`src/hw/rtl/vn_sqrt.sv`:
```
`timescale 1ns / 1ps
// ----------------------------------------------------------------------------
// vn_sqrt
// Pipelined integer square root, one result bit per stage (W/2 stages).
// ----------------------------------------------------------------------------
module vn_sqrt #(
  parameter int W = 64
) (
  input  logic           clk,
  input  logic [W-1:0]   rad_i,
  output logic [W/2-1:0] root_o
);

  localparam int N  = W / 2;
  localparam int RW = N + 2;

  logic [RW-1:0] rem_r  [N];
  logic [N-1:0]  root_r [N];
  logic [W-1:0]  dat_r  [N];

  genvar g;
  generate
    for (g = 0; g < N; g++) begin : g_stage
      logic [RW-1:0] rin, rsh, trial;
      logic [N-1:0]  qin;
      logic [W-1:0]  din;
      logic          ge;

      if (g == 0) begin : g_first
        assign rin = '0;
        assign qin = '0;
        assign din = rad_i;
      end else begin : g_next
        assign rin = rem_r[g-1];
        assign qin = root_r[g-1];
        assign din = dat_r[g-1];
      end

      // bring down the next bit pair, try root*4+1
      always_comb begin
        rsh   = {rin[RW-3:0], din[W-1:W-2]};
        trial = {qin, 2'b01};
        ge    = (rsh >= trial);
      end

      always_ff @(posedge clk) begin
        rem_r[g]  <= ge ? (rsh - trial) : rsh;
        root_r[g] <= N'({qin, ge});
        dat_r[g]  <= din << 2;
      end
    end
  endgenerate

  assign root_o = root_r[N-1];

endmodule

```
`config.mk`:
```
export PLATFORM = sky130hd
export DESIGN_NAME = vn_sqrt
export DESIGN_NICKNAME = d
export VERILOG_FILES = /design/src/hw/rtl/vn_sqrt.sv
export SDC_FILE = /design/constraint.sdc
export NUM_CORES = 2
export LEC_CHECK = 0
export BUFFER_PORTS_ARGS = -buffer_cell sky130_fd_sc_hd__buf_4
export CORE_MARGIN = 2
export CORE_UTILIZATION = 53
export DETAILED_ROUTE_END_ITERATION = 8
export GPL_TIMING_DRIVEN = 0
export PLACE_DENSITY = 0.81
export SLEW_MARGIN = 20
export SYNTH_ARGS = -nofsm -noshare
export SYNTH_HDL_FRONTEND = slang
export SYNTH_MEMORY_MAX_BITS = 65536
export SYNTH_SLANG_ARGS = --single-unit
export TNS_END_PERCENT = 20
```
`constraint.sdc`:
```
create_clock -name clk -period 9.1 [get_ports clk]
set_clock_uncertainty 0.05 [all_clocks]
set_input_delay 1.365 -clock clk [delete_from_list [all_inputs] [get_ports clk]]
set_output_delay 1.365 -clock clk [all_outputs]
set_load 0.03 [all_outputs]
```
==> results_dict.tcl <==
set metrics [dict create \
    outcome "completed" \
    critical_path_arrival_ns 5.21 \
    cts_hold_buffers 0 \
    grt_pass1_wl_um 320100 \
    dp.cells 11150 \
    crit_path_frequent_cell "clkbuf_1" \
    top_usage_layer "met2" \
    place_area_um2 93930 \
    fin_nets 9790 \
    via_per_inst 5.411 \
    drcViolationCount 0 \
    htree_levels 4 \
    min_from "root_r[20][4]" \
    vdd_drop_max_v 0.0002541 \
    net-switching-power_uw 8449 \
    cts_resized 0 \
    cp.required_ns 9.69 \
    core_area_um2 169500 \
    synth_ff_type "dfxtp_1" \
    cap_viol_max_count 0 \
    use_met2_pct 40.04 \
    setup_viol 0 \
    grt_pass1_vias 62460 \
    endpoint_kind "flip-flop" \
    cp_cell_sequence "inv_1 -> ha_1 -> clkbuf_1 -> and4_1 -> nor4b_1 -> nand2_1 -> o41ai_1 -> nor2_1 -> o311ai_1 -> clkbuf_1 -> buf_1 -> a21oi_1" \
    avgRoutedWirePerCell_um 17.26 \
    drive_above_1_share_pct 7.715 \
    rows 151 \
    drt_iter0_drc 3943 \
    instances_no_fill 11580 \
    fin_crit_ns 4.621 \
    postCtsSetupBuffers 0 \
    p_per_area_nw_per_um2 288.5 \
    die-area_um2 173900 \
    pwr-share-comb_pct 18.0 \
    rsz0062_at_grt "false" \
    critPathTopFamily "buffers and inverters" \
    critPathMaxStageDelay_ns 0.63 \
    crit_fanout 10 \
    cp-start-kind "flip-flop" \
    postRouteAntennaNets 0 \
    ys_ff_latch 2465 \
    drtPass1Iterations 9 \
    synth_async_sr_flop_share_pct 0 \
    clock_latency_ns 0.85 \
    grt_use_met3_pct 3.213 \
    seqPwrFrac_pct 47.3 \
    fin_crit_sh_pct 50.78 \
    cts_root_buf "clkbuf_16" \
    syn-instance-count 8840 \
    drv_slew 0 \
    antenna_found_initial 0 \
    num_io_pins 97 \
    path_buf_inv 4 \
    ys_seq_area_share_pct 54.57 \
    io_buffers 96 \
    grt_use_total_pct 22.58 \
    place_congestion 0.9252 \
    swShare_pct 28.65 \
    yosys_warnings 0 \
    hp-class "reg2reg" \
    antennaDiodeCount 0 \
    tns_ns 0 \
    cts_buffer_depth 3 \
    synthToLayoutAreaGrowth_pct 13.06 \
    cts_sinks 2465 \
    cts_tree "yes" \
    synth_nets 9466 \
    die_w_um 417.1 \
    synth.avg_cell_area_um2 10.23 \
    synth_edf_count 0 \
    critPathSlowestCell "o41ai_1" \
    path_clk_slew_ns 0.06 \
    final_hold_viol_count 0 \
    power.internal_uw 21040 \
    num_vias 62630 \
    clock.fmax_mhz 216.4 \
    critPathLaunch "root_r[18][14]" \
    fin_util_pct 60.33 \
    initial_core_util_pct 53.36 \
    drt-total-wl_um 199800 \
    cts_buffers 226 \
    gr-usage-met1_pct 27.75 \
    leakagePower_uw 0.04825 \
    hpwl_um 148400 \
    grt-ovfl-total 0 \
    clockPowerShare_pct 34.6 \
    post-route-cell-area_um2 102200 \
    syn_area_um2 90420 \
    timing.rr.start "root_r[18][14]" \
    worstSetupPathType "reg2reg" \
    grt_max_degree 18 \
    synth_cell_type_count 96 \
    fp.dieH_um 417.1 \
    slew_headroom_pct 35.04 \
    tightestPinTransition_ns 0.9723 \
]
## worst register-to-register path, stage by stage, from the launching register on
cell      delay (ns)
dfxtp_1         0.38
inv_1           0.06
ha_1            0.26
clkbuf_1        0.28
and4_1          0.36
nor4b_1         0.57
nand2_1         0.18
o41ai_1         0.63
nor2_1          0.13
o311ai_1        0.18
clkbuf_1        0.60
buf_1           0.58
a21oi_1         0.21
## logic make-up after synthesis
logic type	synth area share, %
DFF	54.57
and+or+nand+nor	12.26
AOI/OAI and AO/OA	12.36
buffers and inverters	3.692
xor gates and xnor gates	7.565
adders and majority gates	7.763
muxes	1.786
other	0.004147
## through the flow
step                      total power, uW  setup slack, ns  hold WS (ns)
after floorplan                     17740            5.836        0.2596
after global placement              19240            4.481        0.2595
after detailed placement            19390            4.586        0.2621
after CTS                           29660            4.561        0.2524
after global routing                30910            4.179        0.2577
final                               29490            4.479        0.2512
## cells in the final DEF, fill, tap and decap left out, types with 39 or more instances in the layout
cell,n
dfxtp_1,2465
buf_4,98
mux2_2,130
clkinv_2,39
o211ai_1,42
nor2b_1,83
bufinv_16,40
xor2_1,344
a21o_1,228
and3_1,41
ha_1,561
a21oi_1,538
clkbuf_16,227
a31oi_1,46
or3_1,83
inv_1,708
nor3_1,198
a211oi_1,52
o21bai_1,54
nor4_1,105
xnor2_1,437
clkbuf_1,163
o21a_1,116
o31ai_1,49
nand2_1,545
o21ai_0,448
or4_1,55
nor2_1,563
nand2b_1,116
nand4_1,102
nand3_1,146
## metal layers
metal,vias up,wire length [um]
met4,0,6710
li1,30980,-
met5,-,0
met1,29550,85790
met2,1644,98210
met3,459,9116
## state kept, by name, indices dropped and copies added, names as in the netlist
register and flops:
rem_r 945, root_r 528, dat_r 992
## Yosys cell counts, drive strengths merged, types with 21 or more instances
cell       n  area, um^2
nor2     563        2113
and3      41       256.5
buf       32       162.7
a21oi    539        2698
nand2b   117       739.5
inv      711        2669
o21a     116       870.8
nor3b     21       185.2
nor3     202        1037
or3       87       564.3
or2       41       256.5
a211oi    54       422.9
nand4    102       638.1
o211ai    42       315.3
a31oi     46       287.8
nor2b     84       533.0
dfxtp   2465       49350
or4       55       412.9
a21o     228        1712
o31ai     49       367.9
a21boi    25       187.7
and2      30       187.7
nand3    147       740.7
ha       561        7019
o21bai    54       405.4
o21ai    454        2276
xor2     344        3013
nor4     107       681.9
nand2    545        2046
xnor2    437        3827
mux2     131        1475
clkbuf   135       506.7
## layout make-up
type | instances | area [um^2]
fill | 13450 | 67240
clock inverter | 129 | 1994
timing repair buffer | 96 | 720.7
clock buffer | 293 | 6309
inverter | 711 | 2669
buffer | 167 | 669.4
tap | 2218 | 2775
multi-input combinational | 5497 | 37750
sequential | 2465 | 49350
## worst paths after layout
check / slack (ns) / to / cells past startpoint
worst min register to register: 0.25 / root_r[21][5] / 0
worst max register to register: 4.48 / rem_r[19][15] / 12
worst min-delay path: 0.25 / root_r[21][5] / 0
worst max-delay path: 4.48 / rem_r[19][15] / 12
## power by group through the flow
stage	sequential (uW)	clock [uW]	combinational, uW
6_report	14000	10200	5320
5_1_grt	14100	10900	5920
4_1_cts	14000	10400	5290
3_5_place_dp	14200	0	5230
3_3_place_gp	14100	0	5110
2_1_floorplan	13700	0	4070
Power figures use the tool's default switching activity.
